--- src/hw/rtl/discharge_capacity_meter_assert.svh ---
// Assertion macros shared by the discharge capacity meter RTL.
`ifndef DISCHARGE_CAPACITY_METER_ASSERT_SVH
`define DISCHARGE_CAPACITY_METER_ASSERT_SVH

// Whenever ante holds, cons holds in the same cycle.
`define DCM_ASSERT_NOW(label, ante, cons) \
  label: assert property (@(posedge clk) disable iff (!rst_n) (ante) |-> (cons)) \
    else $error("discharge capacity meter: same-cycle check failed");

// Whenever ante holds, cons holds in the next cycle.
`define DCM_ASSERT_NEXT(label, ante, cons) \
  label: assert property (@(posedge clk) disable iff (!rst_n) (ante) |=> (cons)) \
    else $error("discharge capacity meter: next-cycle check failed");

`endif

--- src/hw/rtl/dcm_pkg.sv ---
// Types, constants and fixed-point helpers for the discharge capacity meter.
package dcm_pkg;

  localparam int SAMPLE_W   = 10;
  localparam int AVG_W      = 10;
  localparam int SUM_W      = 16;
  localparam int TICK_W     = 6;
  localparam int REM_W      = 13;
  localparam int MAH_W      = 16;
  localparam int DRIVE_W    = 7;
  localparam int CUR_SET_W  = 5;
  localparam int CUT_SET_W  = 6;
  localparam int THR_W      = 11;
  localparam int CFG_IDX_W  = 2;
  localparam int CFG_DATA_W = 6;
  localparam int IN_DATA_W  = 24;
  localparam int OUT_DATA_W = 48;

  // item kinds, carried in tuser
  localparam logic ACT_TICK = 1'b0;
  localparam logic ACT_KEY  = 1'b1;

  // configuration register indexes
  localparam logic [CFG_IDX_W-1:0] REG_CURRENT = 2'd0;
  localparam logic [CFG_IDX_W-1:0] REG_CUTOFF  = 2'd1;

  localparam logic [TICK_W-1:0]    WINDOW      = 6'd50;
  localparam logic [REM_W-1:0]     MAS_PER_MAH = 13'd3600;
  localparam logic [CUR_SET_W-1:0] CUR_RESET   = 5'd10;
  localparam logic [CUR_SET_W-1:0] CUR_MAX     = 5'd20;
  localparam logic [CUR_SET_W-1:0] CUR_MIN     = 5'd1;
  localparam logic [CUT_SET_W-1:0] CUT_RESET   = 6'd30;
  localparam logic [CUT_SET_W-1:0] CUT_MAX     = 6'd50;
  localparam logic [CUT_SET_W-1:0] CUT_MIN     = 6'd1;
  localparam logic [2:0]           DRIVE_STEP  = 3'd6;

  // biased window average = floor((sum + 14) / 50) = floor(((sum + 14) >> 1) / 25)
  localparam logic [SUM_W:0] ROUND_BIAS = 17'd14;
  localparam logic [16:0]    AVG_RECIP  = 17'd83887;      // ceil(2^21 / 25)
  localparam int             AVG_SHIFT  = 21;
  // floor(a * 58 / 100) = floor(29a / 50), 29 * ceil(2^21 / 50)
  localparam logic [20:0]    CHG_RECIP  = 21'd1216376;
  localparam int             CHG_SHIFT  = 21;
  // floor(s * 2053 / 100), 2053 * ceil(2^24 / 100)
  localparam logic [28:0]    CUT_RECIP  = 29'd344437969;
  localparam int             CUT_SHIFT  = 24;

  typedef struct packed {
    logic             kind;
    logic [SUM_W-1:0] csum;
    logic [SUM_W-1:0] vsum;
  } sum_item_t;

  typedef struct packed {
    logic             kind;
    logic [AVG_W-1:0] avg_cur;
    logic [AVG_W-1:0] avg_vol;
  } avg_item_t;

  typedef struct packed {
    logic             kind;
    logic [AVG_W-1:0] avg_cur;
    logic [AVG_W-1:0] avg_vol;
    logic [AVG_W-1:0] charge;
  } chg_item_t;

  // first member lands in the highest bits
  typedef struct packed {
    logic               cutoff_hit;
    logic [DRIVE_W-1:0] drive_level;
    logic               discharging;
    logic [MAH_W-1:0]   capacity_mah;
    logic [AVG_W-1:0]   avg_voltage;
    logic [AVG_W-1:0]   avg_current;
  } result_t;

  function automatic logic [AVG_W-1:0] window_avg(input logic [SUM_W-1:0] sum);
    logic [SUM_W:0]   biased;
    logic [SUM_W-1:0] half;
    logic [32:0]      prod;
    biased = {1'b0, sum} + ROUND_BIAS;
    half   = biased[SUM_W:1];
    prod   = {17'b0, half} * {16'b0, AVG_RECIP};
    return prod[AVG_SHIFT +: AVG_W];
  endfunction

  function automatic logic [AVG_W-1:0] charge_of(input logic [AVG_W-1:0] avg);
    logic [30:0] prod;
    prod = {21'b0, avg} * {10'b0, CHG_RECIP};
    return prod[CHG_SHIFT +: AVG_W];
  endfunction

  function automatic logic [THR_W-1:0] cutoff_thr(input logic [CUT_SET_W-1:0] set);
    logic [34:0] prod;
    prod = {29'b0, set} * {6'b0, CUT_RECIP};
    return prod[CUT_SHIFT +: THR_W];
  endfunction

endpackage

--- src/hw/rtl/discharge_capacity_meter.sv ---
// Discharge capacity meter: window averaging, charge counting and low-voltage cutoff.
//
//  channel | direction | tdata / data                      | tuser / index
//  in_     | slave     | current_sample, voltage_sample     | action
//  out_    | master    | avgs, capacity, state, drive, hit  | -
//  cfg_    | slave     | setting value                      | register index
//
//  One item per cycle is accepted while in_tready is high; a result leaves only for a key
//  item or a tick that ends a window. It passes the accumulator, average multiplier, charge
//  multiplier and state update into the output register, in that order.
//  Reset (rst_n low, synchronous) clears sums, counters, charge and stops discharge.
//  A stalled output lets the three inner stages fill before in_tready drops.
`include "discharge_capacity_meter_assert.svh"

module discharge_capacity_meter
  import dcm_pkg::*;
(
  input  logic                  clk,
  input  logic                  rst_n,
  input  logic                  in_tvalid,
  output logic                  in_tready,
  input  logic [IN_DATA_W-1:0]  in_tdata,   // [9:0] current_sample, [19:10] voltage_sample
  input  logic                  in_tuser,   // [0] action
  output logic                  out_tvalid,
  input  logic                  out_tready,
  output logic [OUT_DATA_W-1:0] out_tdata,  // [9:0] avg_current, [19:10] avg_voltage,
                                            // [35:20] capacity_mah, [36] discharging,
                                            // [43:37] drive_level, [44] cutoff_hit
  input  logic                  cfg_valid,
  output logic                  cfg_ready,
  input  logic [CFG_IDX_W-1:0]  cfg_index,
  input  logic [CFG_DATA_W-1:0] cfg_data
);

  logic [CUR_SET_W-1:0] cur_set_r;
  logic [CUT_SET_W-1:0] cut_set_r;
  logic [THR_W-1:0]     thr_r;

  logic [TICK_W-1:0] tick_r, tick_nxt, tick_inc;
  logic [SUM_W-1:0]  csum_r, csum_nxt, csum_add;
  logic [SUM_W-1:0]  vsum_r, vsum_nxt, vsum_add;
  logic              win_end;

  logic      v2_r, v3_r, v4_r;
  sum_item_t s2_r, s2_nxt;
  avg_item_t s3_r;
  chg_item_t s4_r;
  logic      rdy2, rdy3, rdy4, adv_out;
  logic      acc_in, load2, fire4;

  logic             running_r, running_nxt;
  logic [REM_W-1:0] rem_r, rem_nxt, rem_sum;
  logic [MAH_W-1:0] mah_r, mah_nxt;
  logic [AVG_W-1:0] last_cur_r, last_cur_nxt;
  logic [AVG_W-1:0] last_vol_r, last_vol_nxt;
  logic             hit;

  logic    out_valid_r;
  result_t out_r, res;

  // ---------------- configuration ----------------
  assign cfg_ready = 1'b1;

  always_ff @(posedge clk) begin
    if (!rst_n) begin
      cur_set_r <= CUR_RESET;
      cut_set_r <= CUT_RESET;
    end else if (cfg_valid && cfg_ready) begin
      unique case (cfg_index)
        REG_CURRENT: begin
          if (cfg_data[CUR_SET_W-1:0] == '0) cur_set_r <= CUR_MAX;
          else if (cfg_data[CUR_SET_W-1:0] > CUR_MAX) cur_set_r <= CUR_MIN;
          else cur_set_r <= cfg_data[CUR_SET_W-1:0];
        end
        REG_CUTOFF: begin
          if (cfg_data == '0) cut_set_r <= CUT_MAX;
          else if (cfg_data > CUT_MAX) cut_set_r <= CUT_MIN;
          else cut_set_r <= cfg_data;
        end
        default: begin
        end
      endcase
    end
  end

  // threshold is registered from the cutoff setting
  always_ff @(posedge clk) begin
    thr_r <= cutoff_thr(cut_set_r);
  end

  // ---------------- flow control ----------------
  assign adv_out   = !out_valid_r || out_tready;
  assign rdy4      = !v4_r || adv_out;
  assign rdy3      = !v3_r || rdy4;
  assign rdy2      = !v2_r || rdy3;
  assign in_tready = rdy2;
  assign acc_in    = in_tvalid && in_tready;
  assign fire4     = v4_r && adv_out;

  // ---------------- stage 1: accumulate ----------------
  assign tick_inc = tick_r + 1'b1;
  assign win_end  = (tick_inc == WINDOW);
  assign csum_add = csum_r + {{(SUM_W-SAMPLE_W){1'b0}}, in_tdata[SAMPLE_W-1:0]};
  assign vsum_add = vsum_r + {{(SUM_W-SAMPLE_W){1'b0}}, in_tdata[2*SAMPLE_W-1:SAMPLE_W]};

  always_comb begin
    tick_nxt = tick_r;
    csum_nxt = csum_r;
    vsum_nxt = vsum_r;
    load2    = 1'b0;
    s2_nxt   = '{kind: in_tuser, csum: csum_add, vsum: vsum_add};
    if (acc_in) begin
      if (in_tuser == ACT_KEY) begin
        load2 = 1'b1;
      end else if (win_end) begin
        load2    = 1'b1;
        tick_nxt = '0;
        csum_nxt = '0;
        vsum_nxt = '0;
      end else begin
        tick_nxt = tick_inc;
        csum_nxt = csum_add;
        vsum_nxt = vsum_add;
      end
    end
  end

  always_ff @(posedge clk) begin
    if (!rst_n) begin
      tick_r <= '0;
      csum_r <= '0;
      vsum_r <= '0;
    end else begin
      tick_r <= tick_nxt;
      csum_r <= csum_nxt;
      vsum_r <= vsum_nxt;
    end
  end

  // ---------------- stages 2 and 3: averages, charge ----------------
  always_ff @(posedge clk) begin
    if (!rst_n) begin
      v2_r <= 1'b0;
      v3_r <= 1'b0;
      v4_r <= 1'b0;
    end else begin
      if (rdy2) v2_r <= load2;
      if (rdy3) v3_r <= v2_r;
      if (rdy4) v4_r <= v3_r;
    end
  end

  always_ff @(posedge clk) begin
    if (rdy2) s2_r <= s2_nxt;
    if (rdy3) begin
      s3_r.kind    <= s2_r.kind;
      s3_r.avg_cur <= window_avg(s2_r.csum);
      s3_r.avg_vol <= window_avg(s2_r.vsum);
    end
    if (rdy4) begin
      s4_r.kind    <= s3_r.kind;
      s4_r.avg_cur <= s3_r.avg_cur;
      s4_r.avg_vol <= s3_r.avg_vol;
      s4_r.charge  <= charge_of(s3_r.avg_cur);
    end
  end

  // ---------------- stage 4: state update and result ----------------
  assign rem_sum = rem_r + {{(REM_W-AVG_W){1'b0}}, s4_r.charge};

  always_comb begin
    running_nxt  = running_r;
    rem_nxt      = rem_r;
    mah_nxt      = mah_r;
    last_cur_nxt = last_cur_r;
    last_vol_nxt = last_vol_r;
    hit          = 1'b0;
    if (fire4) begin
      if (s4_r.kind == ACT_KEY) begin
        running_nxt = !running_r;
      end else begin
        last_cur_nxt = s4_r.avg_cur;
        last_vol_nxt = s4_r.avg_vol;
        if (running_r) begin
          if (rem_sum > MAS_PER_MAH) begin
            rem_nxt = rem_sum - MAS_PER_MAH;
            mah_nxt = mah_r + 1'b1;
          end else begin
            rem_nxt = rem_sum;
          end
        end
        if ({1'b0, s4_r.avg_vol} < thr_r) begin
          hit         = running_r;
          running_nxt = 1'b0;
        end
      end
    end
  end

  always_comb begin
    res.avg_current  = last_cur_nxt;
    res.avg_voltage  = last_vol_nxt;
    res.capacity_mah = mah_nxt;
    res.discharging  = running_nxt;
    res.drive_level  = running_nxt ? DRIVE_W'(cur_set_r * DRIVE_STEP) : '0;
    res.cutoff_hit   = hit;
  end

  always_ff @(posedge clk) begin
    if (!rst_n) begin
      running_r   <= 1'b0;
      rem_r       <= '0;
      mah_r       <= '0;
      last_cur_r  <= '0;
      last_vol_r  <= '0;
      out_valid_r <= 1'b0;
    end else begin
      running_r  <= running_nxt;
      rem_r      <= rem_nxt;
      mah_r      <= mah_nxt;
      last_cur_r <= last_cur_nxt;
      last_vol_r <= last_vol_nxt;
      if (adv_out) out_valid_r <= v4_r;
    end
  end

  always_ff @(posedge clk) begin
    if (fire4) out_r <= res;
  end

  assign out_tvalid = out_valid_r;
  assign out_tdata  = {{(OUT_DATA_W-$bits(result_t)){1'b0}}, out_r};

  // ---------------- assertions ----------------
  `DCM_ASSERT_NOW(a_rem_bounded, 1'b1, rem_r <= MAS_PER_MAH)
  `DCM_ASSERT_NOW(a_tick_in_window, 1'b1, tick_r < WINDOW)
  `DCM_ASSERT_NOW(a_hit_stops, out_valid_r && out_r.cutoff_hit, !out_r.discharging)
  `DCM_ASSERT_NOW(a_idle_no_drive, out_valid_r && !out_r.discharging, out_r.drive_level == '0)
  `DCM_ASSERT_NEXT(a_mah_step, mah_nxt != mah_r, mah_r == $past(mah_r) + 1'b1)

endmodule
--- config.mk ---
export PLATFORM = sky130hd
export DESIGN_NAME = discharge_capacity_meter
export DESIGN_NICKNAME = d
export VERILOG_FILES = /design/src/hw/rtl/dcm_pkg.sv /design/src/hw/rtl/discharge_capacity_meter.sv
export VERILOG_INCLUDE_DIRS = /design/src /design/src/hw/rtl
export SDC_FILE = /design/constraint.sdc
export NUM_CORES = 1
export LEC_CHECK = 0
export ABC_AREA = 1
export BUFFER_PORTS_ARGS = -buffer_cell sky130_fd_sc_hd__buf_2
export CAP_MARGIN = 20
export CORE_MARGIN = 2
export CORE_UTILIZATION = 46
export CTS_CLUSTER_DIAMETER = 40
export DETAILED_ROUTE_END_ITERATION = 16
export GPL_TIMING_DRIVEN = 0
export MAX_ROUTING_LAYER = met4
export PLACE_DENSITY = 0.58
export SETUP_SLACK_MARGIN = 0.4
export SYNTH_ARGS = -nofsm -noshare
export SYNTH_HDL_FRONTEND = slang
export SYNTH_SLANG_ARGS = --single-unit
--- constraint.sdc ---
create_clock -name clk -period 8.25 [get_ports clk]
set_input_delay 1.2375 -clock clk [delete_from_list [all_inputs] [get_ports clk]]
set_output_delay 1.2375 -clock clk [all_outputs]
set_load 0.005 [all_outputs]
* Word level (Yosys, flattened, before mapping)
Index checks and enable logic that the tools add are counted.
** Word-level totals
- Logic and storage cells :: 95
- Bits in registers :: 244
- Bits of input ports :: 38
- Output and inout port bits :: 51
** Operators by class
- Bitwise logic cells :: 3
- Mux-type cells :: 22
- Add/sub/neg operators :: 8
- Equal/unequal tests :: 2
- $mul :: 5
- Reductions and logical operators :: 19
- Magnitude comparators :: 4
** Operators with widths (count)
- $mux W16 :: 6
- $mul A16 B17 Y31 const B :: 2
- $mux W10 :: 4
- $mul A6 B29 Y35 const B :: 1
- $add A16 B4 Y17 const B :: 2
- $add A16 B10 Y16 :: 2
- $mul A10 B18 Y28 const B :: 1
- $mux W6 :: 3
- $add A16 B1 Y16 const B :: 1
- $add A13 B10 Y13 :: 1
- $gt A13 B12 Y1 const B :: 1
- $mux W13 :: 1
- $sub A13 B12 Y13 const B :: 1
- $lt A10 B11 Y1 :: 1
- $mux W5 :: 2
- $add A6 B1 Y6 const B :: 1
- $eq A6 B6 Y1 const B :: 1
- $gt A6 B6 Y1 const B :: 1
- $logic_not A6 Y1 :: 1
- $mul A5 B2 Y6 const B :: 1
- $mux W1 :: 6
- $reduce_and A2 Y1 :: 3
- $gt A5 B5 Y1 const B :: 1
- $logic_not A1 Y1 :: 5
- other kinds (8) :: 14

* Logic depth before layout (Yosys ltp)
- Depth after elaboration :: 7
- Depth in mapped cells :: 32
- Mapped depth without buffers :: 32

* Worst setup path after synthesis
Ideal clock, no wire load.
- Kind :: register to register
- Start point :: register s2_r[1] (netlist bit)
- End point :: register s3_r[6] (netlist bit) (data pin)
- Stages on the path, launching flop included :: 25
- Library setup time :: 262 ps
- Slack :: 1731 ps
- Path buffers :: 0
- Period minus slack after synthesis :: 6519 ps
- Required time :: 7988 ps
- Arrival :: 6257 ps
- Cell sequence :: edfxtp_1 -> inv_1 -> ha_1 -> a21oi_1 -> nand3_1 -> nor3_2 -> nand2_1 -> o21bai_1 -> nand2_1 -> fa_1 -> fa_1 -> fa_1 -> inv_1 -> fa_1 -> fa_1 -> inv_1 -> fa_1 -> inv_1 -> ha_1 -> nand2_1 -> nor4_1 -> nand2_1 -> o211ai_1 -> a21oi_1 -> xor2_1
** Between the ends
- Cells in the longest elaborated chain, start to end :: 2
** Ends and longest elaborated chain
- start, declared :: RTL line discharge_capacity_meter.sv:45 : sum_item_t s2_r, s2_nxt;
- start signal, assigned :: RTL line discharge_capacity_meter.sv:154 : if (rdy2) s2_r <= s2_nxt;
- $add A16 B4 Y17 :: RTL line dcm_pkg.sv:81 : biased = {1'b0, sum} + ROUND_BIAS;
- $mul A16 B17 Y31 :: RTL line dcm_pkg.sv:83 : prod = {17'b0, half} * {16'b0, AVG_RECIP};
- end, declared :: RTL line discharge_capacity_meter.sv:46 : avg_item_t s3_r;
No other way between the ends.
A chain may end at the register's enable or synchronous reset.

* Worst setup path after layout
- Start point :: register s2_r[17] (netlist bit)
- End point :: register s3_r[14] (netlist bit) (data pin)
The elaborated chain is that of the path after synthesis.

==> results.md <==
* Complex-gate fraction of the synthesized area at between 8 and 9%
* Endpoint kind of the worst setup timing path: register
* Area share of and/or/nand/nor cells after synthesis at approximately an eighth
* Synth top area share at 20.9%
* Die width at roughly 240 um
* First-pass detailed-route iteration total at 5
* CP max stage delay at 0.54 ns
* Setup repair after global routing missed its margin: true
* Detailed-route via count at about 20000
* Leading area contributor after synthesis: sky130_fd_sc_hd__ha_1
* Proportion of synthesized chip area in sequential cells at 22.9%
* Synthesized area per cell at between 8 and 9 um^2
* Most used standard cells in the synthesized netlist: sky130_fd_sc_hd__inv_1 (695), sky130_fd_sc_hd__ha_1 (445), sky130_fd_sc_hd__nand2_1 (435), sky130_fd_sc_hd__fa_1 (263), sky130_fd_sc_hd__a21oi_1 (213)
* Slowest stage cell, crit path: sky130_fd_sc_hd__xor2_1
* Unique masters post-synth at 58
* Multi-input combinational cell area at 17700 um^2
* Cell types with the largest area share after synthesis: sky130_fd_sc_hd__ha_1 (21%), sky130_fd_sc_hd__fa_1 (20%), sky130_fd_sc_hd__edfxtp_1 (14%)
* Area of all sequential standard cells at 6100 um^2
* Final hold viol count at 0
* Final number of max-transition violations at 0
* Hold-fix buffer count after cts at 0
* Post-route ant nets at 0
* Post-layout net count at 3915
* WP data arrival at just under 8 ns
* Detailed-route wire length at 62.1 mm
* Maxcap violations at 0
* Vias per inst at between 5 and 6
* Global routing usage summed across all routing layers at about 22%
* Worst Reg2Reg Path Length in Cells at 28
* Worst R2R Setup Slack at about 0.79 ns
* Number of antenna violations at the first check in global routing at 1
* Area share of xor/xnor cells in the synthesized design at under 10%
* Number of warning messages in the yosys log at 0
* Clock tree from TritonCTS: done
* Number of top-level pins at 89
* Post-synthesis mux area share at 0%
* Wire length of the first global-routing pass at between 100 and 150 mm
* Chip height at 244 um
* Final count of negative-setup-slack endpoints at 0
* Initial detailed-routing violation count at between 800 and 900
* Post-synth EDFFs at 127
* Reg-to-reg startpoint: s2_r[17]$_DFFE_PN_
* Start point of the critical path: s2_r[17]$_DFFE_PN_
* Total core area at roughly 57000 um^2
* Hold crit path type: reg2reg
* Dominant cell type by count on the critical path: sky130_fd_sc_hd__inv_1
* Fin Clk Skew at between 0.02 and 0.025 ns
* Average wire per standard cell at approximately 16 um
* Number of placement rows at 88
* Area share of fa/ha/maj cells after synthesis at between 40 and 50%
* Pin count of the biggest net entering global routing at 34
* Post-synthesis register bit count at around 240
* Hold path start: s3_r[7]$_DFFE_PP_
* Insertion delay to the later sink of the worst-skew pair at between 0.5 and 0.6 ns
* Clock edge transition at the registers on the reported setup and hold paths at 0.06 ns
* Vias in the first global route at about 20000
* Htree depth at 2
* Top fanout value on the critical path at 11
* Async set-reset flop share out of synthesis at 0%
* Combinational family with the most area after synthesis: adder cells
* Tcrit/Tclk final at 90.4%
* Count of fill cells added during filler insertion at around 5500
* Clock Sinks at 241
* Detailed placement HPWL at approximately 53 mm
* Most frequent cell after synthesis: sky130_fd_sc_hd__inv_1
* Min Tclk post-route at between 7 and 8 ns
* Required time worst endpoint at approximately 8.6 ns
* Cell Area, Synth at between 20000 and 30000 um^2
* Share of cells above drive strength 1 at slightly above 7%
* DRC violation count after routing at 0
* Hold depth at 0
* Final setup TNS at 0 ns
* Max Clock Freq at 134 MHz
* Aggregate global routing overflow at 0
* Clock Path Buffers at 3
* Slew margin rel. at between 20% and 30%
* Measured slew at the worst slew-check pin at a little over 1 ns
* Final RePlAce weighted congestion at ~0.95
* Library cell used as clock root buffer: sky130_fd_sc_hd__clkbuf_16
* Count of input and output buffers at 79
* Result of the run: completed
* Top FF cell, synth: sky130_fd_sc_hd__edfxtp_1
* Area Growth Syn to Fin at 11.4%
* Number of CTS-inserted buffers at 44
* Path type of the worst setup path: reg2reg
* Die area at 59800 um^2
* Initial Util at between 40% and 50%
* Category of the worst setup path launch point: register
* Cells after Synth at between 3000 and 4000
[metal layers]
metal	track usage, %	wire length, um	vias to the layer above
li1	-	-	10000
met4	4.64	1060	0
met5	-	0	-
met1	30.1	30100	9591
met2	35.2	28200	318
met3	3.29	2730	69
[final timing paths]
path | endpoint
max | s3_r[14]$_DFFE_PP_
max reg2reg | s3_r[14]$_DFFE_PP_
min reg2reg | s4_r[17]$_DFFE_PP_
min | s4_r[17]$_DFFE_PP_
[registers in the layout, summed over array words and instances (netlist names), 11 cells and up]
register   count
vsum_r        16
csum_r        16
out_tdata     44
thr_r         11
s4_r          31
rem_r         13
s2_r          31
s3_r          21
mah_r         16
[kinds of logic after synthesis]
group	count (synthesis)
AND/OR/NAND/NOR	824
flip-flops	241
adder cells (fa/ha/maj)	708
buffers and inverters	738
other	2
AO/OA/AOI/OAI	414
XOR/XNOR	107
[final cells by class]
cell class | count | share of cell area [%]
Multi-Input combinational cell | 2059 | 59.7
Sequential cell | 241 | 20.6
Inverter | 703 | 8.90
Clock buffer | 55 | 4.10
Tap cell | 765 | 3.23
Timing Repair Buffer | 85 | 1.69
Clock inverter | 27 | 1.16
Buffer | 35 | 0.633
Antenna cell | 1 | 0.00844
[placed cells by master, fill, tap and decap left out, types with 9 or more instances in the layout]
master / synthesis / layout
sky130_fd_sc_hd__a211oi_1: 25 / 25
sky130_fd_sc_hd__a21o_1: 19 / 19
sky130_fd_sc_hd__a21oi_1: 213 / 213
sky130_fd_sc_hd__a31oi_1: 18 / 18
sky130_fd_sc_hd__buf_2: 8 / 87
sky130_fd_sc_hd__clkbuf_1: 19 / 25
sky130_fd_sc_hd__clkbuf_16: 0 / 46
sky130_fd_sc_hd__dfxtp_1: 114 / 114
sky130_fd_sc_hd__edfxtp_1: 127 / 127
sky130_fd_sc_hd__fa_1: 263 / 263
sky130_fd_sc_hd__ha_1: 445 / 445
sky130_fd_sc_hd__inv_1: 695 / 694
sky130_fd_sc_hd__nand2_1: 435 / 435
sky130_fd_sc_hd__nand2_2: 14 / 14
sky130_fd_sc_hd__nand3_1: 83 / 83
sky130_fd_sc_hd__nand4_1: 24 / 24
sky130_fd_sc_hd__nor2_1: 189 / 187
sky130_fd_sc_hd__nor3_1: 34 / 34
sky130_fd_sc_hd__nor4_1: 10 / 10
sky130_fd_sc_hd__o211ai_1: 15 / 15
sky130_fd_sc_hd__o21ai_0: 84 / 84
sky130_fd_sc_hd__o21bai_1: 9 / 9
sky130_fd_sc_hd__or2_2: 10 / 10
sky130_fd_sc_hd__xnor2_1: 31 / 31
sky130_fd_sc_hd__xor2_1: 72 / 72
[through the flow]
step	hold WS, ns	util (%)	setup slack (ns)	std cells	cell area (um^2)
6_report	0.413	51.6	0.794	3971	29600
5_1_grt	0.428	51.6	0.389	3970	29600
4_1_cts	0.416	51.5	0.630	3967	29600
3_5_place_dp	0.406	48.8	0.637	3885	28000
3_3_place_gp	0.404	48.7	0.653	3882	28000
2_1_floorplan	0.400	-	1.73	3038	26600
[worst max-delay path: cells and delay by family (launching register included)]
family,cells,cell delay (ns)
and+or+nand+nor,7,0.77
buffers and inverters,8,0.98
DFF,1,0.38
xor gates and xnor gates,1,0.54
AOI/OAI and AO/OA,4,1.09
adders and majority gates,8,3.41
[timing repair]
action | in CTS | in global routing
gates resized for setup | 0 | 1
buffers inserted | 0 | 2
setup endpoints to repair | 0 | 4
Power is left out: the tool's default activity adds up to more than one toggle a clock period on the data nets, which glitch-free logic cannot reach.
